### config.mk
export PLATFORM = sky130hd
export DESIGN_NAME = cfc_parser
export DESIGN_NICKNAME = d
export VERILOG_FILES = /design/src/design/cfc_pkg.sv /design/src/design/cfc_parser.sv
export SDC_FILE = /design/constraint.sdc
export NUM_CORES = 1
export LEC_CHECK = 0
export ABC_AREA = 1
export BUFFER_PORTS_ARGS = -buffer_cell sky130_fd_sc_hd__buf_4
export CAP_MARGIN = 20
export CORE_MARGIN = 3
export CORE_UTILIZATION = 40
export DETAILED_ROUTE_END_ITERATION = 8
export PLACE_DENSITY = 0.7
export SLEW_MARGIN = 20
export SYNTH_ARGS = -nofsm -noshare
export SYNTH_HDL_FRONTEND = slang
export SYNTH_SLANG_ARGS = --single-unit
### constraint.sdc
create_clock -name clk -period 2.4 [get_ports clk]
set_input_delay 0.24 -clock clk [delete_from_list [all_inputs] [get_ports clk]]
set_output_delay 0.24 -clock clk [all_outputs]
set_load 0.03 [all_outputs]
### src/design/cfc_pkg.sv
// ----------------------------------------------------------------------------
// cfc_pkg: shared types and constants for the command frame checker
// Frame marker bytes, configuration indexes, verdict codes and the result
// record that the parser hands to the output stage.
// ----------------------------------------------------------------------------
package cfc_pkg;

	// frame marker bytes
	localparam logic [7:0] START_BYTE = 8'hF7;
	localparam logic [7:0] END_BYTE   = 8'h7F;

	// configuration register indexes
	localparam int unsigned CFG_IDX_W = 1;
	localparam logic [CFG_IDX_W-1:0] CFG_EXPECTED_SENDER = 1'd0;
	localparam logic [CFG_IDX_W-1:0] CFG_OWN_STATION     = 1'd1;

	// verdict codes
	localparam logic [2:0] ST_OK     = 3'd0;
	localparam logic [2:0] ST_CRC    = 3'd1;
	localparam logic [2:0] ST_SENDER = 3'd2;
	localparam logic [2:0] ST_DEST   = 3'd3;
	localparam logic [2:0] ST_TERM   = 3'd4;
	localparam logic [2:0] ST_SHORT  = 3'd5;

	// one result per accepted byte
	typedef struct packed {
		logic       payload_valid;
		logic       payload_is_param;
		logic [7:0] payload_byte;
		logic       status_valid;
		logic [2:0] status;
		logic [7:0] repeat_count;
	} cfc_result_t;

endpackage

### src/design/cfc_parser.sv
// ----------------------------------------------------------------------------
// cfc_parser: frame state machine
// Holds the per-buffer frame state and forms the result for the byte at the
// input in one pass of logic; the state advances when the byte is taken.
// ----------------------------------------------------------------------------
module cfc_parser
	import cfc_pkg::*;
(
	input  logic        clk,
	input  logic        arst_n,
	input  logic        take,
	input  logic [7:0]  data_byte,
	input  logic        buffer_end,
	input  logic [7:0]  expected_sender,
	input  logic [7:0]  own_station,
	output cfc_result_t result
);

	localparam logic [3:0] PH_HUNT   = 4'd0;
	localparam logic [3:0] PH_SENDER = 4'd1;
	localparam logic [3:0] PH_DEST   = 4'd2;
	localparam logic [3:0] PH_REPEAT = 4'd3;
	localparam logic [3:0] PH_CMDLEN = 4'd4;
	localparam logic [3:0] PH_PARLEN = 4'd5;
	localparam logic [3:0] PH_CMD    = 4'd6;
	localparam logic [3:0] PH_PARAM  = 4'd7;
	localparam logic [3:0] PH_CRC    = 4'd8;
	localparam logic [3:0] PH_TERM   = 4'd9;
	localparam logic [3:0] PH_DONE   = 4'd10;

	logic [3:0] phase_q, phase_d;
	logic [7:0] cmd_len_q, cmd_len_d;
	logic [7:0] par_len_q, par_len_d;
	logic [7:0] cmd_idx_q, cmd_idx_d;
	logic [7:0] par_idx_q, par_idx_d;
	logic [7:0] sum_q, sum_d;
	logic [7:0] rep_q, rep_d;
	logic [7:0] sum_add;
	cfc_result_t res;

	assign sum_add = sum_q + data_byte;

	// next state and result for the byte at the input
	always_comb begin
		phase_d   = phase_q;
		cmd_len_d = cmd_len_q;
		par_len_d = par_len_q;
		cmd_idx_d = cmd_idx_q;
		par_idx_d = par_idx_q;
		sum_d     = sum_q;
		rep_d     = rep_q;
		res       = '0;

		unique case (phase_q)
			PH_HUNT: begin
				if (data_byte == START_BYTE) phase_d = PH_SENDER;
			end
			PH_SENDER: begin
				if (data_byte == expected_sender) begin
					sum_d   = sum_add;
					phase_d = PH_DEST;
				end else begin
					res.status_valid = 1'b1;
					res.status       = ST_SENDER;
					phase_d          = PH_DONE;
				end
			end
			PH_DEST: begin
				if (data_byte == own_station) begin
					sum_d   = sum_add;
					phase_d = PH_REPEAT;
				end else begin
					res.status_valid = 1'b1;
					res.status       = ST_DEST;
					phase_d          = PH_DONE;
				end
			end
			PH_REPEAT: begin
				rep_d   = data_byte;
				sum_d   = sum_add;
				phase_d = PH_CMDLEN;
			end
			PH_CMDLEN: begin
				cmd_len_d = data_byte;
				sum_d     = sum_add;
				phase_d   = PH_PARLEN;
			end
			PH_PARLEN: begin
				par_len_d = data_byte;
				sum_d     = sum_add;
				// empty parts are skipped
				if (cmd_len_q != 8'd0)       phase_d = PH_CMD;
				else if (data_byte != 8'd0)  phase_d = PH_PARAM;
				else                         phase_d = PH_CRC;
			end
			PH_CMD: begin
				res.payload_valid = 1'b1;
				res.payload_byte  = data_byte;
				sum_d             = sum_add;
				cmd_idx_d         = cmd_idx_q + 8'd1;
				if (cmd_idx_d >= cmd_len_q)
					phase_d = (par_len_q != 8'd0) ? PH_PARAM : PH_CRC;
			end
			PH_PARAM: begin
				res.payload_valid    = 1'b1;
				res.payload_is_param = 1'b1;
				res.payload_byte     = data_byte;
				sum_d                = sum_add;
				par_idx_d            = par_idx_q + 8'd1;
				if (par_idx_d >= par_len_q) phase_d = PH_CRC;
			end
			PH_CRC: begin
				if (data_byte == sum_q) begin
					phase_d = PH_TERM;
				end else begin
					res.status_valid = 1'b1;
					res.status       = ST_CRC;
					phase_d          = PH_DONE;
				end
			end
			PH_TERM: begin
				res.status_valid = 1'b1;
				res.status       = (data_byte == END_BYTE) ? ST_OK : ST_TERM;
				phase_d          = PH_DONE;
			end
			default: begin
				// verdict given: ignore bytes up to buffer end
			end
		endcase

		// buffer ended before any verdict
		if (buffer_end && phase_d != PH_DONE && !res.status_valid) begin
			res.status_valid = 1'b1;
			res.status       = ST_SHORT;
		end

		res.repeat_count = rep_d;

		// buffer end: start over for the next buffer
		if (buffer_end) begin
			phase_d   = PH_HUNT;
			cmd_len_d = '0;
			par_len_d = '0;
			cmd_idx_d = '0;
			par_idx_d = '0;
			sum_d     = '0;
			rep_d     = '0;
		end
	end

	assign result = res;

	// frame state
	always_ff @(posedge clk or negedge arst_n) begin
		if (!arst_n) begin
			phase_q   <= PH_HUNT;
			cmd_len_q <= '0;
			par_len_q <= '0;
			cmd_idx_q <= '0;
			par_idx_q <= '0;
			sum_q     <= '0;
			rep_q     <= '0;
		end else if (take) begin
			phase_q   <= phase_d;
			cmd_len_q <= cmd_len_d;
			par_len_q <= par_len_d;
			cmd_idx_q <= cmd_idx_d;
			par_idx_q <= par_idx_d;
			sum_q     <= sum_d;
			rep_q     <= rep_d;
		end
	end

endmodule

==> results of run 1 <==
## final timing paths
kind                         startpoint            to  slack [ns]
setup / recovery           cmd_idx_q[1]     result[8]       -0.85
hold / removal                     take    phase_q[3]        0.24
setup reg to reg           cmd_idx_q[1]    phase_q[2]       -0.63
hold reg to reg            par_len_q[4]  par_len_q[4]        0.50
max in group asynchronous        arst_n    phase_q[1]        1.42
min in group asynchronous        arst_n  cmd_idx_q[3]        0.51
## Yosys cell counts, types with 2 or more instances
master    count
ha_1         25
nor2_2        3
nand4_1       7
o22ai_1      20
o21ai_1       2
nand3_1      28
nor2_4        3
nor2_1       50
dfrtp_1      52
buf_6         2
buf_2         6
or2_2         3
nand2_1     130
nand2_2       4
inv_2         7
clkbuf_1      5
a21oi_1      11
o21ai_0      39
buf_4         2
xor2_1       13
xnor2_1      15
inv_1       102
nand2_4       2
nor3_1        4
## state kept, by name (all words and copies together), names as in the netlist
| signal | cells |
|---|---|
| cmd_idx_q | 8 |
| cmd_len_q | 8 |
| par_idx_q | 8 |
| par_len_q | 8 |
| phase_q | 4 |
| rep_q | 8 |
| sum_q | 8 |
## metal layers
layer  wire (um)  global-route usage [%]  share of wire, %  vias to the layer above
li1            -                       -                 -                     1911
met3         552                    2.86               5.3                       31
met1        4310                    22.9                41                     1735
met5           0                       0                 0                        -
met2        5160                    35.7                50                      125
met4         381                    7.98               3.7                        0
## cells by family after synthesis
| logic type | share of synthesized area [%] |
|---|---|
| AND/OR/NAND/NOR | 26.8 |
| buffers and inverters | 12.8 |
| AO/OA/AOI/OAI | 11.8 |
| flip-flops | 33.6 |
| XOR/XNOR | 6.33 |
| adder cells (fa/ha/maj) | 8.60 |
## where the power goes
group	switching, mW	internal [mW]	leakage (nW)
clock network	0.310	0.342	0.0614
registers	0.0739	0.949	0.708
logic	0.572	0.407	1.99
total	0.956	1.70	2.76
## worst max-delay path, cell delays in order (launching register included)
cell,delay [ns]
dfrtp_1,0.37
inv_2,0.06
nor3_4,0.21
nand3_2,0.10
nor3_2,0.13
xor2_1,0.23
inv_1,0.12
ha_4,0.29
nand2_2,0.05
o21a_1,0.21
nand2_2,0.09
nand2_2,0.07
nand2_2,0.09
nand4_1,0.14
nor2_2,0.15
nand3_2,0.10
nand2_4,0.09
nand2_2,0.05
buf_6,0.14
## what timing repair did
action                     4_1_cts  5_1_grt
gates resized for setup         20       43
hold buffers                     1        0
pin swaps                       14       30
setup endpoints to repair        7       15
setup buffers                   36       11
hold endpoints to repair        52        0
## metrics by stage
| stage | area (um^2) | hold WS, ns | utilization, % | worst slack [ns] | cells |
|---|---|---|---|---|---|
| after floorplan | 3890 | -0.0556 | - | -0.181 | 547 |
| after global placement | 4550 | 0.321 | 48.7 | -0.384 | 738 |
| after detailed placement | 4550 | 0.324 | 48.7 | -0.479 | 738 |
| after CTS | 5020 | 0.229 | 53.8 | -0.794 | 783 |
| after global routing | 5150 | 0.232 | 55.2 | -1.03 | 778 |
| final | 5150 | 0.240 | 55.2 | -0.849 | 778 |
## cell type report
| cell class | instances | area [um^2] |
|---|---|---|
| Timing Repair Buffer | 109 | 877 |
| Fill cell | 820 | 4180 |
| Clock inverter | 2 | 38.8 |
| Tap cell | 129 | 161 |
| Sequential cell | 52 | 1300 |
| Multi-Input combinational cell | 371 | 2280 |
| Clock buffer | 6 | 82.6 |
| Inverter | 109 | 409 |
==> impl_summary.log, run 1 <==
[metrics] flip-flop and latch count after synthesis: 52
[metrics] number of instances in the synthesized netlist: about 550
[metrics] final worst path period need: 3.25 ns
[metrics] signal arrival time at the worst endpoint: approximately 3 ns
[metrics] Placer Congestion: around 0.85
[metrics] critical path endpoint category: output port
[metrics] number of cells on the worst hold path: 2
[metrics] I/O Buffers: 49
[metrics] worst-path maximum fanout: 3
[metrics] count of final hold-check violations: 0
[metrics] Critical Path Start Type: flop
[metrics] count of endpoints failing setup in the final report: 7
[metrics] path type of the worst setup path: flop to output port
[metrics] Vias: between 3000 and 4000
[metrics] final worst clock skew: approximately 0.010 ns
[metrics] Die Y: between 100 and 150 um
[metrics] overall global routing resource usage: 19.6%
[metrics] Top FF cell, synth: dfrtp_1
[metrics] DRC violation count after routing: 0
[metrics] cell row count: 35
[metrics] Post-Synthesis Cell Area: 0.00387 mm^2
[metrics] syn avg cell area: 7.08 um^2
[metrics] VDD IR-drop max: ~0.00025 V
[metrics] period utilisation layout: 135%
[metrics] maximum operating frequency: slightly above 300 MHz
[metrics] number of levels in the clock H-tree: 2
[metrics] number of warnings reported in the yosys synthesis log: 0
[metrics] clock sink total: 52
[metrics] total CTS buffers: 5
[metrics] Initial Util: between 40 and 50%
[metrics] clock tree from TritonCTS: built
[metrics] vias in the first global route: roughly 3900
[metrics] nets@finish: between 700 and 800
[metrics] Netlist cell types: 36
[metrics] violated checks: setup timing
[metrics] Power Total: 2.65 mW
[metrics] total negative setup slack: -3.82 ns
[metrics] fraction of layout cells with a size suffix above 1: around 29%
[metrics] routed wire length: about 10000 um
[metrics] number of nets with antenna violations after routing: 0
[metrics] source-to-sink clock delay at the later pin of the worst-skew pair: around 0.31 ns
[metrics] maximum number of pins on one net before global-route repair: 53
[metrics] area share of the largest cell type after synthesis: roughly 34%
[metrics] First-pass DRT Iterations: 4
[metrics] type of the worst min-delay path: input pin to flop
[metrics] outcome: finished, violations left
[metrics] ys async rst share: between 90% and 100%
[metrics] core area: 0.00933 mm^2
[metrics] sequential area share after synthesis: 33.6%
[metrics] global-route wire length before repair: ~18000 um
[metrics] slew margin rel.: around 56%
[metrics] largest area contributor in the netlist: dfrtp_1
[metrics] number of enable flip-flop cells after synthesis: 0
[metrics] Worst-Margin Slew: 0.665 ns
[metrics] wire per inst: around 13 um
[metrics] worst-case reg-to-reg path depth: 21
[metrics] most used cells in the layout excluding fill and tap cells: nand2_1, inv_1, buf_4, dfrtp_1, nor2_1
[metrics] RSZ-0062 raised after global routing: true
[metrics] area added between synthesis and finish: 33.1%
[metrics] clock-pin slew on the worst setup and hold paths: ~0.10 ns
[metrics] total congestion overflow: 0
[metrics] total of max-cap violations: 0
[metrics] overall die area: between 0.01 and 0.015 mm^2
[metrics] total nets after synthesis: 601
[metrics] most common cell after layout, fill and taps aside: nand2_1
[metrics] smallest setup slack after layout: -0.849 ns
[metrics] average vias per placed instance: 4.89
[metrics] Detailed Place HPWL: approximately 7500 um
[metrics] number of top-level design ports: 50
[metrics] Iter 0 DRT Violations: ~170
[metrics] Die X-Extent: roughly 100 um
[metrics] largest cells by area after synthesis: dfrtp_1, nand2_1, inv_1
[metrics] Crit path required time: 2.16 ns
[metrics] antenna violations before repair: 0
[metrics] Antenna Cells: 0
[metrics] Pwr per Cell Area: 515 mW/mm^2
[metrics] Clock Tree Root: clkbuf_8
[metrics] max-slew violations: 0
[metrics] number of buffers between clock root and the deepest sink: 2
[metrics] standby leakage power: about 2.8 nW
Power figures use the tool's default switching activity.
==> inputs of run 2 (changes only) <==
--- a/config.mk
+++ b/config.mk
@@ -6,12 +6,12 @@
 export NUM_CORES = 1
 export LEC_CHECK = 0
 export ABC_AREA = 1
-export BUFFER_PORTS_ARGS = -buffer_cell sky130_fd_sc_hd__buf_4
 export CAP_MARGIN = 20
 export CORE_MARGIN = 3
 export CORE_UTILIZATION = 40
 export DETAILED_ROUTE_END_ITERATION = 8
-export PLACE_DENSITY = 0.7
+export DONT_BUFFER_PORTS = 1
+export PLACE_DENSITY = 0.65
 export SLEW_MARGIN = 20
 export SYNTH_ARGS = -nofsm -noshare
 export SYNTH_HDL_FRONTEND = slang
==> run 2 against run 1 <==
Compared with the run above: sequential power is essentially flat; first-iteration DRC count grew 11%; routed wire length down 3.9%; sequential share of layout area rose by 3.3 points; worst setup slack lost 0.050 ns; maximum frequency down 1.5%; critical endpoint is now result[10]; the flow still finishes with violations (setup timing); cell area down 12%; die area did not move; global-route usage down 0.71 points; total power down 9.1%.
==> impl_summary.log, run 2 (synthesis results as in run 1) <==
[metrics] VDD IR-drop max: slightly below 0.0003 V
[metrics] Die X-Extent: 104 um
[metrics] Iter 0 DRT Violations: around 190
[metrics] clock tree from TritonCTS: built
[metrics] Placer Congestion: between 0.9 and 1
[metrics] antenna violations before repair: 0
[metrics] fraction of layout cells with a size suffix above 1: 18.6%
[metrics] wire per inst: approximately 14 um
[metrics] count of final hold-check violations: 0
[metrics] critical-path cell with the highest stage delay: dfrtp_1
[metrics] slew margin rel.: between 60% and 70%
[metrics] total CTS buffers: 5
[metrics] Clock Tree Root: clkbuf_8
[metrics] worst-case reg-to-reg path depth: 18
[metrics] average vias per placed instance: 4.99
[metrics] clock-pin slew on the worst setup and hold paths: around 0.11 ns
[metrics] vias in the first global route: between 3000 and 4000
[metrics] number of levels in the clock H-tree: 2
[metrics] violated checks: setup timing
[metrics] total congestion overflow: 0
[metrics] hold wc startpoint: take
[metrics] number of buffers between clock root and the deepest sink: 2
[metrics] maximum number of pins on one net before global-route repair: 53
[metrics] final worst clock skew: roughly 0.013 ns
[metrics] post-layout util: 48.8%
[metrics] total of max-cap violations: 0
[metrics] maximum single-stage delay on the critical path: between 0.3 and 0.4 ns
[metrics] source-to-sink clock delay at the later pin of the worst-skew pair: 0.31 ns
[metrics] most used cells in the layout excluding fill and tap cells: nand2_1, inv_1, dfrtp_1, nor2_1, o21ai_0
[metrics] number of top-level design ports: 50
[metrics] worst-path maximum fanout: 3
[metrics] smallest setup slack after layout: -0.899 ns
[metrics] period utilisation layout: 137%
[metrics] most common cell after layout, fill and taps aside: nand2_1
[metrics] number of cells on the worst hold path: 1
[metrics] Worst-Margin Slew: ~0.59 ns
[metrics] total negative setup slack: -3.64 ns
[metrics] overall global routing resource usage: 18.9%
[metrics] global-route wire length before repair: between 15000 and 20000 um
[metrics] Crit path required time: roughly 2.2 ns
[metrics] Critical Path Start Type: flop
[metrics] overall die area: 0.0109 mm^2
[metrics] I/O Buffers: 0
[metrics] core area: a little over 0.009 mm^2
[metrics] Initial Util: between 40% and 50%
[metrics] type of the worst min-delay path: input pin to flop
[metrics] clock sink total: 52
[metrics] origin of the worst setup path: cmd_idx_q[0]
[metrics] RSZ-0062 raised after global routing: true
[metrics] maximum operating frequency: ~300 MHz
[metrics] Antenna Cells: 0
[metrics] area added between synthesis and finish: 17.5%
[metrics] Die Y: between 100 and 150 um
[metrics] First-pass DRT Iterations: 4
[metrics] max-slew violations: 0
[metrics] outcome: finished, violations left
[metrics] post-route cell area: 0.00455 mm^2
[metrics] standby leakage power: 2.38 nW
[metrics] Detailed Place HPWL: just over 7000 um
[metrics] Vias: roughly 3500
[metrics] DRC violation count after routing: 0
[metrics] count of endpoints failing setup in the final report: 7
[metrics] cell row count: 35
[metrics] CP Cell Sequence: inv_2 > nor3_4 > nand3_2 > nor3_4 > xor2_1 > inv_1 > ha_4 > nand2_4 > o21a_1 > nand2_2 > nand2_2 > nand2_2 > nand4_1 > nor2_2 > nand3_2 > nand2_4 > nand2_4
[metrics] Pwr per Cell Area: around 530 mW/mm^2
[metrics] critical path endpoint category: output port
[metrics] signal arrival time at the worst endpoint: between 3 and 4 ns
[metrics] number of nets with antenna violations after routing: 0
[metrics] nets@finish: between 600 and 700
[metrics] placed cell area: just over 0.004 mm^2
[metrics] Power Total: ~2.4 mW
[metrics] startpoint of the lowest-slack register-to-register path: cmd_idx_q[0]
[metrics] final worst path period need: approximately 3.3 ns
[metrics] routed wire length: around 10000 um
[metrics] path type of the worst setup path: flop to output port
[run 2: where the power goes]
group	switching, mW	leakage, nW	internal [mW]
registers	0.0733	0.708	0.949
logic	0.528	1.63	0.338
clock network	0.316	0.0404	0.207
total	0.918	2.38	1.49
[run 2: path summary, 6_finish.rpt]
check,endpoint,slack (ns)
worst max-delay path,result[10],-0.90
worst min-delay path,phase_q[1],0.02
worst max register to register,phase_q[3],-0.32
worst min register to register,par_len_q[5],0.50
max in group asynchronous,phase_q[1],1.71
min in group asynchronous,cmd_idx_q[3],0.43
[run 2: cell type report]
class	instances	area [um^2]
Fill cell	914	4780
Multi-Input combinational cell	371	2260
Sequential cell	52	1300
Inverter	109	409
Timing Repair Buffer	40	329
Tap cell	129	161
Clock buffer	5	68.8
Clock inverter	3	23.8
[run 2: through the flow]
| stage | std cells | setup WS, ns | hold slack (ns) |
|---|---|---|---|
| 2_1_floorplan | 547 | -0.181 | -0.0556 |
| 3_3_place_gp | 686 | -0.361 | -0.0533 |
| 3_5_place_dp | 686 | -0.421 | -0.0531 |
| 4_1_cts | 707 | -0.767 | 0.0146 |
| 5_1_grt | 709 | -1.05 | 0.00960 |
| 6_report | 709 | -0.899 | 0.0213 |
[run 2: per-layer routing]
metal / part of all wire (%) / wire length, um / global-route usage (%) / vias to the layer above
met5: 0 / 0 / 0 / -
met4: 2.7 / 267 / 5.79 / 0
met3: 4.3 / 430 / 2.79 / 22
met2: 50 / 4960 / 33.5 / 92
met1: 43 / 4330 / 23.5 / 1651
li1: - / - / - / 1776
[run 2: critical path: cells and delay by family, from the launching register on]
family          cells  cell delay (ns)
compound gates      1             0.19
xor+xnor            1             0.23
fa+ha+maj           1             0.31
buf+inv             2             0.19
flops               1             0.39
simple gates       12             1.45
[run 2: what timing repair did]
item / in CTS / in global routing
pin swaps: 19 / 7
endpoints found under the hold margin: 55 / 0
setup buffers: 10 / 2
resized for setup: 21 / 17
hold buffers: 3 / 0
setup endpoints to repair: 6 / 15
==> inputs of run 3 (changes only) <==
--- a/config.mk
+++ b/config.mk
@@ -12,6 +12,7 @@
 export DETAILED_ROUTE_END_ITERATION = 8
 export DONT_BUFFER_PORTS = 1
 export PLACE_DENSITY = 0.65
+export REMOVE_ABC_BUFFERS = 1
 export SLEW_MARGIN = 20
 export SYNTH_ARGS = -nofsm -noshare
 export SYNTH_HDL_FRONTEND = slang
==> run 3 against run 2 <==
Compared with the run above: the flow still finishes with violations (setup timing); sequential share of layout area barely moved; core utilization barely moved; flip-flop and latch count did not move; worst setup slack improved by 0.070 ns; die area did not move; total power fell by 1.9%; register-to-register slack improved by 0.16 ns; critical path type unchanged; routed wire length fell by 1.5%; clock-buffer cell count rose by 2; hold slack got worse by 0.0042 ns.
==> impl_summary.log, run 3 (synthesis results as in run 1) <==
[metrics] Crit path required time: between 2 and 2.5 ns
[metrics] clock group share of total power: a little under a quarter
[metrics] antenna violations before repair: 0
[metrics] cell row count: 35
[metrics] Filler cells: 890
[metrics] worst-path maximum fanout: 3
[metrics] final worst path period need: ~3.2 ns
[metrics] path type of the worst setup path: flop to output port
[metrics] overall die area: ~0.011 mm^2
[metrics] RSZ-0062 raised after global routing: true
[metrics] internal power component: approximately 1.5 mW
[metrics] max-slew violations: 0
[metrics] total CTS buffers: 5
[metrics] global-route wire length before repair: 16600 um
[metrics] Iter 0 DRT Violations: 190
[metrics] type of the worst min-delay path: input pin to flop
[metrics] Combinational Power Share: 34.2%
[metrics] maximum operating frequency: between 300 and 400 MHz
[metrics] final worst clock skew: 0.00766 ns
[metrics] switching power total: a little under 0.9 mW
[metrics] number of cells on the worst hold path: 1
[metrics] Clock Tree Root: clkbuf_8
[metrics] number of top-level design ports: 50
[metrics] clock tree from TritonCTS: built
[metrics] Vias: approximately 3600
[metrics] area of all sequential standard cells: between 0.001 and 0.0015 mm^2
[metrics] area added between synthesis and finish: 17.5%
[metrics] number of levels in the clock H-tree: 2
[metrics] placed cell area: about 0.0041 mm^2
[metrics] Die Y: approximately 100 um
[metrics] count of final hold-check violations: 0
[metrics] Pwr per Cell Area: roughly 520 mW/mm^2
[metrics] worst-case reg-to-reg path depth: 16
[metrics] DRC violation count after routing: 0
[metrics] violated checks: setup timing
[metrics] maximum number of pins on one net before global-route repair: between 50 and 60
[metrics] clock sink total: between 50 and 60
[metrics] smallest setup slack after layout: -0.829 ns
[metrics] number of nets with antenna violations after routing: 0
[metrics] outcome: finished, violations left
[metrics] most used cells in the layout excluding fill and tap cells: nand2_1, inv_1, dfrtp_1, nor2_1, o21ai_0
[metrics] total negative setup slack: -2.91 ns
[metrics] startpoint of the lowest-slack register-to-register path: par_idx_q[2]
[metrics] Power Total: roughly 2.4 mW
[metrics] Initial Util: slightly above 40%
[metrics] overall global routing resource usage: a little under a fifth
[metrics] count of endpoints failing setup in the final report: 6
[metrics] Placer Congestion: approximately 0.86
[metrics] clock-pin slew on the worst setup and hold paths: ~0.090 ns
[metrics] area occupied by multi-input gates: ~0.0023 mm^2
[metrics] wire per inst: between 10 and 15 um
[metrics] critical path endpoint category: output port
[metrics] total congestion overflow: 0
[metrics] vias in the first global route: 3628
[metrics] internal reg-to-reg setup slack: -0.16 ns
[metrics] Detailed Place HPWL: 7060 um
[metrics] most common cell after layout, fill and taps aside: nand2_1
[metrics] fraction of layout cells with a size suffix above 1: about 18%
[metrics] average vias per placed instance: around 5.0
[metrics] routed wire length: 9850 um
[metrics] I/O Buffers: 0
[metrics] Critical Path Start Type: flop
[metrics] signal arrival time at the worst endpoint: around 3.0 ns
[metrics] total of max-cap violations: 0
[metrics] nets@finish: ~630
[metrics] Antenna Cells: 0
[metrics] period utilisation layout: 135%
[metrics] slew margin rel.: ~58%
[metrics] VDD IR-drop max: about 0.00037 V
[metrics] Hold Crit Endpoint: phase_q[1]
[metrics] hold wc startpoint: take
[metrics] net switching fraction of the power: 37.2%
[metrics] post-route cell area: ~0.0045 mm^2
[metrics] part of the total power dissipated in sequential elements: between 40% and 50%
[metrics] standby leakage power: ~2.4 nW
[metrics] reg-to-reg endpoint: phase_q[2]
[metrics] First-pass DRT Iterations: 4
[metrics] Worst-Margin Slew: approximately 0.62 ns
[metrics] Die X-Extent: roughly 100 um
[metrics] number of buffers between clock root and the deepest sink: 2
[metrics] core area: 0.00933 mm^2
[metrics] source-to-sink clock delay at the later pin of the worst-skew pair: ~0.31 ns
-- run 3: worst max path at each step --
stage / startpoint / slack [ns] / end / depth (start not counted)
after global routing: par_idx_q[2] / -1.05 / result[11] / 17
after detailed placement: cmd_idx_q[1] / -0.61 / result[10] / 18
final: par_idx_q[2] / -0.83 / result[11] / 17
after CTS: cmd_idx_q[0] / -0.71 / result[10] / 18
after global placement: cmd_idx_q[1] / -0.52 / result[10] / 18
after floorplan: cmd_idx_q[2] / -0.32 / result[10] / 18
-- run 3: metal layers --
layer  routed length [um]  vias to the layer above  GRT usage, %  share of wire, %
met1                 4390                     1683          22.7                45
met3                  365                       19          2.98               3.7
met4                  184                        0          5.32               1.9
met5                    0                        -             0                 0
met2                 4910                       96          33.2                50
li1                     -                     1769             -                 -
-- run 3: cell type report --
cell class	count	area share [%]
multi-input cells	371	49.9
flip-flops and latches	52	28.6
inverters	109	8.99
repair buffers	38	6.85
well taps	129	3.55
clock buffers	7	1.90
clock inverters	1	0.165
-- run 3: repair_timing --
action	CTS	global route
setup endpoints to repair	7	13
hold buffers	2	0
pin swaps	19	12
hold endpoints to repair	52	0
gates resized for setup	38	10
buffers inserted	14	4
-- run 3: power by group through the flow --
stage          Combinational, mW  Sequential, mW  Clock, mW
3_3_place_gp               0.676            1.03          0
3_5_place_dp               0.699            1.04          0
2_1_floorplan              0.562            1.02          0
6_report                   0.810            1.02      0.535
5_1_grt                    0.922            1.03      0.579
4_1_cts                    0.864            1.02      0.542
-- run 3: per-stage QoR --
step                      util [%]  std cells  setup WS [ns]  hold slack [ns]
after floorplan                  -        532         -0.323          -0.0556
after global placement        44.2        684         -0.518          -0.0518
after detailed placement      44.2        684         -0.613          -0.0522
after CTS                     48.6        708         -0.713           0.0157
after global routing          48.8        707          -1.05          0.00568
final                         48.8        707         -0.829           0.0172
-- run 3: worst max-delay path, stage by stage, from the launching register on --
cell	delay (ns)
dfrtp_1	0.36
inv_1	0.08
nor3_4	0.25
nand3_2	0.13
nor2_1	0.11
nand2_1	0.06
xor2_1	0.18
inv_1	0.10
ha_4	0.27
nand2_1	0.07
nor2_2	0.12
nand4_1	0.14
nand4_1	0.18
nand4_1	0.15
nor2_1	0.14
nand3_1	0.12
nand2_4	0.13
nand2_4	0.10
